### src/rtl/tpapc_pkg.sv
// ----------------------------------------------------------------------------
// tpapc_pkg
// Shared constants for the TCP port and address packet counter: frame
// layout, protocol codes, register indexes, reset values and bucket codes.
// ----------------------------------------------------------------------------
package tpapc_pkg;

  localparam int COUNT_WIDTH = 64;

  localparam int POS_W = 7;
  localparam logic [POS_W-1:0] POS_MAX = 7'd127;
  localparam logic [POS_W-1:0] POS_ETYPE_HI = 7'd12;
  localparam logic [POS_W-1:0] POS_ETYPE_LO = 7'd13;
  localparam logic [POS_W-1:0] ETH_LEN = 7'd14;
  localparam int IP_LEN = 20;
  localparam logic [POS_W-1:0] IP_LAST_POS = 7'd33;
  localparam logic [POS_W-1:0] TCP_LAST_OFS = 7'd19;

  localparam logic [15:0] ETHERTYPE_IPV4 = 16'h0800;
  localparam logic [7:0] PROTO_TCP = 8'd6;

  localparam int IP_PROTO_IDX = 9;
  localparam int IP_SRC_IDX = 12;
  localparam int IP_DST_IDX = 16;

  localparam int CFG_IDX_W = 2;
  localparam logic [CFG_IDX_W-1:0] CFG_WATCH_PORT = 2'd0;
  localparam logic [CFG_IDX_W-1:0] CFG_ADDR_A = 2'd1;
  localparam logic [CFG_IDX_W-1:0] CFG_ADDR_B = 2'd2;

  localparam logic [15:0] WATCH_PORT_RST = 16'd17883;
  localparam logic [31:0] ADDR_A_RST = 32'h2BAF_E412;
  localparam logic [31:0] ADDR_B_RST = 32'h2BAF_E512;

  localparam int NUM_BUCKETS = 3;
  localparam logic [1:0] BUCKET_OTHER = 2'd0;
  localparam logic [1:0] BUCKET_A = 2'd1;
  localparam logic [1:0] BUCKET_B = 2'd2;

endpackage

### src/rtl/tcp_port_address_packet_counter_top.sv
// ----------------------------------------------------------------------------
// tcp_port_address_packet_counter_top
// Classifies IPv4/TCP frames by watched port and target address and keeps
// one wrapping packet counter per bucket.
// ----------------------------------------------------------------------------
// Usage:
//   in_*  : one Ethernet frame byte per item, wire order, in_tlast on the last
//           byte. Bytes past position 127 are ignored.
//   out_* : one item per frame, issued for the item that carries in_tlast.
//           out_tuser flags whether a counter was bumped and which bucket;
//           out_tdata holds the new counter value (zero when not counted).
//   cfg_* : register writes (watch port, address A, address B), always ready;
//           write only while no frame is in flight.
// A result is registered once its last byte is accepted. Throughput: one byte
// per cycle while in_tready is high; all work is capture and compare done in the
// accepting cycle, with the result landing in the output or skid register.
// A two-entry output (output register plus skid register) lets bytes keep
// flowing while a result waits; in_tready drops only while both are full.
// Reset (synchronous, rst_n low) clears the counters, the frame capture
// state and the output queue and restores the register defaults.
// ----------------------------------------------------------------------------
module tcp_port_address_packet_counter_top
  import tpapc_pkg::*;
(
  input  logic                 clk,
  input  logic                 rst_n,
  // input channel
  input  logic                 in_tvalid,
  output logic                 in_tready,
  input  logic [7:0]           in_tdata,   // [7:0] data_byte
  input  logic                 in_tlast,   // end_of_frame
  // result channel
  output logic                 out_tvalid,
  input  logic                 out_tready,
  output logic [63:0]          out_tdata,  // [63:0] new_count
  output logic [2:0]           out_tuser,  // [0] counted, [2:1] bucket
  // configuration write channel
  input  logic                 cfg_valid,
  output logic                 cfg_ready,
  input  logic [CFG_IDX_W-1:0] cfg_index,
  input  logic [31:0]          cfg_data
);

  logic [15:0] watch_port_r;
  logic [31:0] addr_a_r, addr_b_r;

  logic [POS_W-1:0] pos_r, pos_nxt;
  logic [15:0] etype_r, etype_nxt;
  logic [31:0] ports_r, ports_nxt;
  logic [7:0] ip_hdr_r [IP_LEN];
  logic [7:0] hdr_view [IP_LEN];
  logic [COUNT_WIDTH-1:0] cnt_r [NUM_BUCKETS];

  logic in_acc, out_take;
  logic [POS_W-1:0] tcp_off;
  logic [1:0] port_byte;
  logic [31:0] src_addr, dst_addr;
  logic [15:0] src_port, dst_port;
  logic hit;
  logic [1:0] bkt;
  logic [COUNT_WIDTH-1:0] cnt_inc;
  logic res_valid;
  logic res_counted;
  logic [1:0] res_bkt;
  logic [COUNT_WIDTH-1:0] res_cnt;

  logic out_valid_r, skid_valid_r;
  logic out_counted_r, skid_counted_r;
  logic [1:0] out_bkt_r, skid_bkt_r;
  logic [COUNT_WIDTH-1:0] out_cnt_r, skid_cnt_r;

  assign cfg_ready = 1'b1;
  assign in_tready = !skid_valid_r;
  assign in_acc = in_tvalid && in_tready;
  assign out_take = out_valid_r && out_tready;

  // configuration registers
  always_ff @(posedge clk) begin
    if (!rst_n) begin
      watch_port_r <= WATCH_PORT_RST;
      addr_a_r <= ADDR_A_RST;
      addr_b_r <= ADDR_B_RST;
    end else if (cfg_valid) begin
      case (cfg_index)
        CFG_WATCH_PORT: watch_port_r <= cfg_data[15:0];
        CFG_ADDR_A:     addr_a_r <= cfg_data;
        CFG_ADDR_B:     addr_b_r <= cfg_data;
        default: ;
      endcase
    end
  end

  // header bytes as seen after this item: forward the byte being written
  always_comb begin
    for (int i = 0; i < IP_LEN; i++) begin
      hdr_view[i] = (pos_r == ETH_LEN + POS_W'(i)) ? in_tdata : ip_hdr_r[i];
    end
  end

  assign tcp_off = ETH_LEN + {1'b0, hdr_view[0][3:0], 2'b00};
  assign port_byte = 2'(pos_r - tcp_off);

  always_comb begin
    etype_nxt = etype_r;
    if (pos_r == POS_ETYPE_HI || pos_r == POS_ETYPE_LO) begin
      etype_nxt = {etype_r[7:0], in_tdata};
    end
    ports_nxt = ports_r;
    if (pos_r >= ETH_LEN && pos_r >= tcp_off && pos_r < tcp_off + POS_W'(4)) begin
      case (port_byte)
        2'd0: ports_nxt[31:24] = in_tdata;
        2'd1: ports_nxt[23:16] = in_tdata;
        2'd2: ports_nxt[15:8] = in_tdata;
        default: ports_nxt[7:0] = in_tdata;
      endcase
    end
    if (in_tlast) begin
      pos_nxt = '0;
    end else if (pos_r < POS_MAX) begin
      pos_nxt = pos_r + POS_W'(1);
    end else begin
      pos_nxt = pos_r;
    end
  end

  assign src_addr = {hdr_view[IP_SRC_IDX], hdr_view[IP_SRC_IDX+1],
                     hdr_view[IP_SRC_IDX+2], hdr_view[IP_SRC_IDX+3]};
  assign dst_addr = {hdr_view[IP_DST_IDX], hdr_view[IP_DST_IDX+1],
                     hdr_view[IP_DST_IDX+2], hdr_view[IP_DST_IDX+3]};
  assign src_port = ports_nxt[31:16];
  assign dst_port = ports_nxt[15:0];

  always_comb begin
    hit = pos_r >= IP_LAST_POS && etype_nxt == ETHERTYPE_IPV4
       && hdr_view[IP_PROTO_IDX] == PROTO_TCP
       && pos_r >= tcp_off + TCP_LAST_OFS
       && (src_port == watch_port_r || dst_port == watch_port_r);
    if (src_addr == addr_a_r || dst_addr == addr_a_r) begin
      bkt = BUCKET_A;
    end else if (src_addr == addr_b_r || dst_addr == addr_b_r) begin
      bkt = BUCKET_B;
    end else begin
      bkt = BUCKET_OTHER;
    end
  end

  assign cnt_inc = cnt_r[bkt] + COUNT_WIDTH'(1);
  assign res_valid = in_acc && in_tlast;
  assign res_counted = hit;
  assign res_bkt = hit ? bkt : BUCKET_OTHER;
  assign res_cnt = hit ? cnt_inc : '0;

  // frame capture state
  always_ff @(posedge clk) begin
    if (!rst_n) begin
      pos_r <= '0;
      etype_r <= '0;
      ports_r <= '0;
    end else if (in_acc) begin
      pos_r <= pos_nxt;
      etype_r <= in_tlast ? 16'd0 : etype_nxt;
      ports_r <= in_tlast ? 32'd0 : ports_nxt;
    end
  end

  always_ff @(posedge clk) begin
    for (int i = 0; i < IP_LEN; i++) begin
      if (in_acc && pos_r == ETH_LEN + POS_W'(i)) begin
        ip_hdr_r[i] <= in_tdata;
      end
    end
  end

  always_ff @(posedge clk) begin
    if (!rst_n) begin
      for (int i = 0; i < NUM_BUCKETS; i++) begin
        cnt_r[i] <= '0;
      end
    end else if (res_valid && hit) begin
      cnt_r[bkt] <= cnt_inc;
    end
  end

  // output register plus skid register
  always_ff @(posedge clk) begin
    if (!rst_n) begin
      out_valid_r <= 1'b0;
      skid_valid_r <= 1'b0;
    end else if (skid_valid_r) begin
      if (out_take) begin
        skid_valid_r <= 1'b0;
      end
    end else if (res_valid) begin
      if (out_valid_r && !out_take) begin
        skid_valid_r <= 1'b1;
      end else begin
        out_valid_r <= 1'b1;
      end
    end else if (out_take) begin
      out_valid_r <= 1'b0;
    end
  end

  always_ff @(posedge clk) begin
    if (skid_valid_r) begin
      if (out_take) begin
        out_counted_r <= skid_counted_r;
        out_bkt_r <= skid_bkt_r;
        out_cnt_r <= skid_cnt_r;
      end
    end else if (res_valid) begin
      if (out_valid_r && !out_take) begin
        skid_counted_r <= res_counted;
        skid_bkt_r <= res_bkt;
        skid_cnt_r <= res_cnt;
      end else begin
        out_counted_r <= res_counted;
        out_bkt_r <= res_bkt;
        out_cnt_r <= res_cnt;
      end
    end
  end

  assign out_tvalid = out_valid_r;
  assign out_tdata = 64'(out_cnt_r);
  assign out_tuser = {out_bkt_r, out_counted_r};

  // assertions
  a_skid_needs_out: assert property (@(posedge clk) disable iff (!rst_n)
    skid_valid_r |-> out_valid_r)
    else $error("skid register holds an item while output register is empty");

  a_miss_is_zero: assert property (@(posedge clk) disable iff (!rst_n)
    out_tvalid && !out_tuser[0] |-> out_tuser[2:1] == BUCKET_OTHER && out_tdata == 64'd0)
    else $error("uncounted result carries a bucket or count");

  a_bucket_range: assert property (@(posedge clk) disable iff (!rst_n)
    out_tvalid |-> out_tuser[2:1] != 2'd3)
    else $error("bucket out of range");

  a_pos_clear: assert property (@(posedge clk) disable iff (!rst_n)
    in_acc && in_tlast |=> pos_r == '0 && etype_r == 16'd0 && ports_r == 32'd0)
    else $error("frame state not cleared after last byte");

  a_count_bump: assert property (@(posedge clk) disable iff (!rst_n)
    res_valid && hit && !skid_valid_r && (!out_valid_r || out_take)
    |=> out_tdata == 64'(cnt_r[out_tuser[2:1]]))
    else $error("reported count differs from stored counter");

endmodule
### config.mk
export PLATFORM = sky130hd
export DESIGN_NAME = tcp_port_address_packet_counter_top
export DESIGN_NICKNAME = d
export VERILOG_FILES = /design/src/rtl/tpapc_pkg.sv /design/src/rtl/tcp_port_address_packet_counter_top.sv
export SDC_FILE = /design/constraint.sdc
export NUM_CORES = 1
export LEC_CHECK = 0
export ABC_AREA = 1
export CAP_MARGIN = 20
export CORE_MARGIN = 2
export CORE_UTILIZATION = 39
export DETAILED_ROUTE_END_ITERATION = 10
export DONT_BUFFER_PORTS = 1
export GPL_TIMING_DRIVEN = 0
export PLACE_DENSITY = 0.56
export REMOVE_ABC_BUFFERS = 1
export SLEW_MARGIN = 0
export SYNTH_ARGS = -nofsm -noshare
export SYNTH_HDL_FRONTEND = slang
export SYNTH_SLANG_ARGS = --single-unit
export TNS_END_PERCENT = 10
### constraint.sdc
create_clock -name clk -period 15.7 [get_ports clk]
set_clock_uncertainty 0.1 [all_clocks]
set_input_delay 2.355 -clock clk [delete_from_list [all_inputs] [get_ports clk]]
set_output_delay 2.355 -clock clk [all_outputs]
set_load 0.03 [all_outputs]
==> results list <==
- Status: completed
* Buffer depth of the longest clock path: 3
- MaxCap Viol Count: 0
- Layout Area Growth over Synthesis: 10.2%
* Total count of max-transition violations in the final report: 0
- During I/O placement, the number of pins put on the boundary was 118.
* Startpoint of the worst-slack reg-to-reg timing path: pos_r[0]
- The share of synthesized area in the top cell type comes to 0.382.
* Site row count: 104
* Share of synthesized registers carrying an async set or reset: 0
* Die width: a little under 300 um
* Cell chosen for the clock root: sky130_fd_sc_hd__clkbuf_16
- At the end of the flow, the number of nets in the layout was 4400.
- The initial antenna violation count came to 5.
- The final layout contains routed wiring with a total length of roughly 100 mm.
- In this run the standard cell core region covers ~80000 um^2.
* Most frequent standard cell in the layout excluding fill and tap cells: sky130_fd_sc_hd__nand2_1
- Across every metal layer, demand over resource in global routing totals 0.244.
- Final weighted congestion of routability-driven global placement: 0.958
* Clock power frac: 0.461
- Vias per Instance: 5.13
* Number of distinct library cells after synthesis: just over 40
* Biggest area consumer among synthesized cells: sky130_fd_sc_hd__edfxtp_1
* Number of vias in the routed layout: 27900
- Number of clock sinks seen by CTS: 539
* Post-DP Area: 32700 um^2
- For the pin with the worst max-slew slack, the measured transition is 1.08 ns.
* Fraction of layout instances using a drive strength above 1: 0.0529
- Post-synthesis share of cell area spent on and, or, nand and nor gates: 0.373
* Crit share post-route: 0.573
- The initial utilization of the core area, before any placement, comes to 0.393.
- Half-perimeter wire length of the detailed placement result: 70.2 mm
- Average wire length per cell after detail routing: 18.8 um
* Synth area leaders: sky130_fd_sc_hd__edfxtp_1, sky130_fd_sc_hd__nand2_1, sky130_fd_sc_hd__dfxtp_1
- Yosys mapped a number of flops with a built-in enable equal to ~400.
- Post-CTS setup buffer count: 0
- In this run the worst path has a maximum fanout of 52.
- Post-synthesis share of cell area spent on xor and xnor gates: 0.0120
- Setup violations remaining at the end of the flow were counted as 0.
- Endpoint of the most critical register-to-register path: cnt_r[1][0]
- Post-CTS clock slew at the launch and capture registers of the worst setup and hold paths: 0.06 ns
- Among the stages of the critical path, the cell type that occurs most often is sky130_fd_sc_hd__nand2_1.
- For this run, the slowest stage of the critical path takes 0.65 ns.
* Residual DRC: 0
- Cell internal power was estimated by the tool at 2.50 mW.
- First drt pass iteration count: 6
- After synthesis the netlist holds a flip-flop and latch count of ~540.
- Mapped cell area: 31600 um^2
- Minimum period implied by the final worst setup slack: approximately 9 ns
- Of the total power, the share spent switching nets is 0.250.
* Mux cell area share after synthesis: 0
- IR Drop Worst-Case VDD: around 0.08 mV
* Rel. slew slack: 0.279
* Sink of the worst hold path: etype_r[12]
* Total of buffers placed on input and output ports: 0
- Among all stages on the critical path, the largest delay is contributed by sky130_fd_sc_hd__ha_1.
* Worst Min Path Start: etype_r[12]
- The worst hold path was traced through 2 stages.
- Achievable Freq: 111 MHz
* Worst min-delay path category: reg2reg
* Maximum number of pins on one net before global-route repair: 89
* Power Density: 95.8 nW/um^2
- Number of hold violations in the final report: 0
- Most used cells in the layout excluding fill and tap cells: sky130_fd_sc_hd__nand2_1, sky130_fd_sc_hd__nor2_1, sky130_fd_sc_hd__inv_1
- Area share of fa/ha/maj cells after synthesis: 0.00792
- The number of global-route vias before repair is 25700.
* Register area share after synthesis: 0.469
- Total CTS buffers: 66
* First-pass GRT wire length: 154 mm
- Reg2reg setup slack: 6.71 ns
- For this block, the initial DRC count from the detailed router was 2157.
- The total overflow left after global routing is 0.
- By area, the combinational part of the netlist is dominated by simple AND/OR/NAND/NOR gates.
- Startpoint kind of the worst setup timing path: flop
- Critical path data arrival time: 9.18 ns
- Setup repair after global routing left no endpoint under its margin.
- Die height: 289 um
* Number of buffers inserted by hold repair at cts: 0
* Number of cells produced by synthesis: 4419
- Once the clock tree was built, the resizer swapped 0 gates to a different size.
- Area fraction in compound gates after synthesis: 0.0533
- Clock latency on the worst-skew pair, taken at its later pin, is 0.63 ns.
* CTS tree: yes
- Hold is met by approximately 0.37 ns.
- At the worst endpoint, the required time is 15.88 ns.
- A synthesized cell averages 7.15 um^2.
* Worst-case reg-to-reg path depth: 33
- Final instance area: 34800 um^2
- Crit end category: flop
* Most common flop cell mapped by yosys: sky130_fd_sc_hd__edfxtp_1
- The critical path is of the reg2reg type.
- The detail route stage leaves a number of antenna-violating nets equal to 0.
* Total Die Area: ~83000 um^2
- Synthesis Warnings: 0
- The share of total power dissipated in sequential elements is 0.480.
* Leakage power summed over all cells: between 15 and 20 nW
- The H-tree generated during clock tree synthesis spans 3 levels.
* NetSw: 0.832 mW
* Relative contribution of combinational cells to total power: 0.059
## layout make-up
class	count	area [um^2]
sequential	539	14800
inverter	476	1790
clock buffer	93	1800
timing repair buffer	26	498
multi-input combinational	3223	14200
antenna	1	2.50
fill	8203	45600
clock inverter	28	333
tap	1060	1330
## power by group through the flow
stage          Clock (mW)  Sequential [mW]  Combinational, mW
3_3_place_gp            0             1.64              0.187
2_1_floorplan           0             1.63              0.128
6_report             1.54             1.60              0.197
5_1_grt              1.62             1.61              0.220
3_5_place_dp            0             1.63              0.196
4_1_cts              1.56             1.60              0.197
## per-layer routing
| layer | GRT usage | wire [um] | vias up |
|---|---|---|---|
| met1 | 0.313 | 43500 | 12800 |
| met4 | 0.128 | 5620 | 8 |
| li1 | - | - | 14000 |
| met3 | 0.0462 | 7440 | 237 |
| met5 | 0 | 57 | - |
| met2 | 0.390 | 46000 | 944 |
## flip-flops by register name, summed over array words and instances (netlist names), 16 cells and up
register      count
addr_a_r         32
etype_r          16
ports_r          32
skid_cnt_r       64
watch_port_r     16
ip_hdr_r         76
addr_b_r         32
out_tdata        64
cnt_r           192
## cell families after synthesis
logic type	Yosys count
other	1
adders and majority gates	20
buffers and inverters	657
AOI/OAI and AO/OA	308
DFF	539
xor gates and xnor gates	40
and+or+nand+nor	2854
## through the flow
step / setup WS (ns) / power, mW / TNS, ns / std cells / utilization
after global routing: 5.95 / 3.44 / 0 / 5445 / 0.433
after floorplan: 3.48 / 1.76 / 0 / 4238 / -
after global placement: -5.16 / 1.82 / -424.39 / 5298 / 0.398
after detailed placement: 6.31 / 1.83 / 0 / 5324 / 0.406
final: 6.71 / 3.33 / 0 / 5446 / 0.433
after CTS: 6.63 / 3.36 / 0 / 5445 / 0.433
## cell usage after synthesis, types with 15 or more instances
| master | number |
|---|---|
| sky130_fd_sc_hd__buf_2 | 55 |
| sky130_fd_sc_hd__inv_1 | 448 |
| sky130_fd_sc_hd__nand2_1 | 1766 |
| sky130_fd_sc_hd__xor2_1 | 36 |
| sky130_fd_sc_hd__nand2_2 | 17 |
| sky130_fd_sc_hd__o21ai_0 | 99 |
| sky130_fd_sc_hd__nand3_1 | 426 |
| sky130_fd_sc_hd__o211ai_1 | 44 |
| sky130_fd_sc_hd__clkbuf_1 | 86 |
| sky130_fd_sc_hd__edfxtp_1 | 402 |
| sky130_fd_sc_hd__nor2_2 | 22 |
| sky130_fd_sc_hd__nor2_1 | 505 |
| sky130_fd_sc_hd__ha_1 | 20 |
| sky130_fd_sc_hd__a21oi_1 | 145 |
| sky130_fd_sc_hd__inv_2 | 27 |
| sky130_fd_sc_hd__nor3_1 | 15 |
| sky130_fd_sc_hd__buf_4 | 21 |
| sky130_fd_sc_hd__nand3b_1 | 47 |
| sky130_fd_sc_hd__nand4_1 | 27 |
| sky130_fd_sc_hd__dfxtp_1 | 137 |
## worst max-delay path: cells and delay by family (launching register included)
family	cells	cell delay, ns
and+or+nand+nor	18	4.11
buffers and inverters	7	1.79
adders and majority gates	3	1.18
AOI/OAI and AO/OA	5	0.95
DFF	1	0.39
## worst max-delay path by stage
stage / from / end / slack [ns] / cells after the start
floorplan: in_tdata[0] / cnt_r[0][0] / 3.48 / 23
detailed placement: in_tdata[0] / cnt_r[1][59] / 6.31 / 26
finish: pos_r[0] / cnt_r[1][0] / 6.71 / 33
CTS: pos_r[0] / cnt_r[1][15] / 6.63 / 32
global placement: in_tdata[0] / cnt_r[0][59] / -5.16 / 21
global route: pos_r[0] / cnt_r[1][28] / 5.95 / 33
No activity file was read; power rests on OpenSTA's default activity.
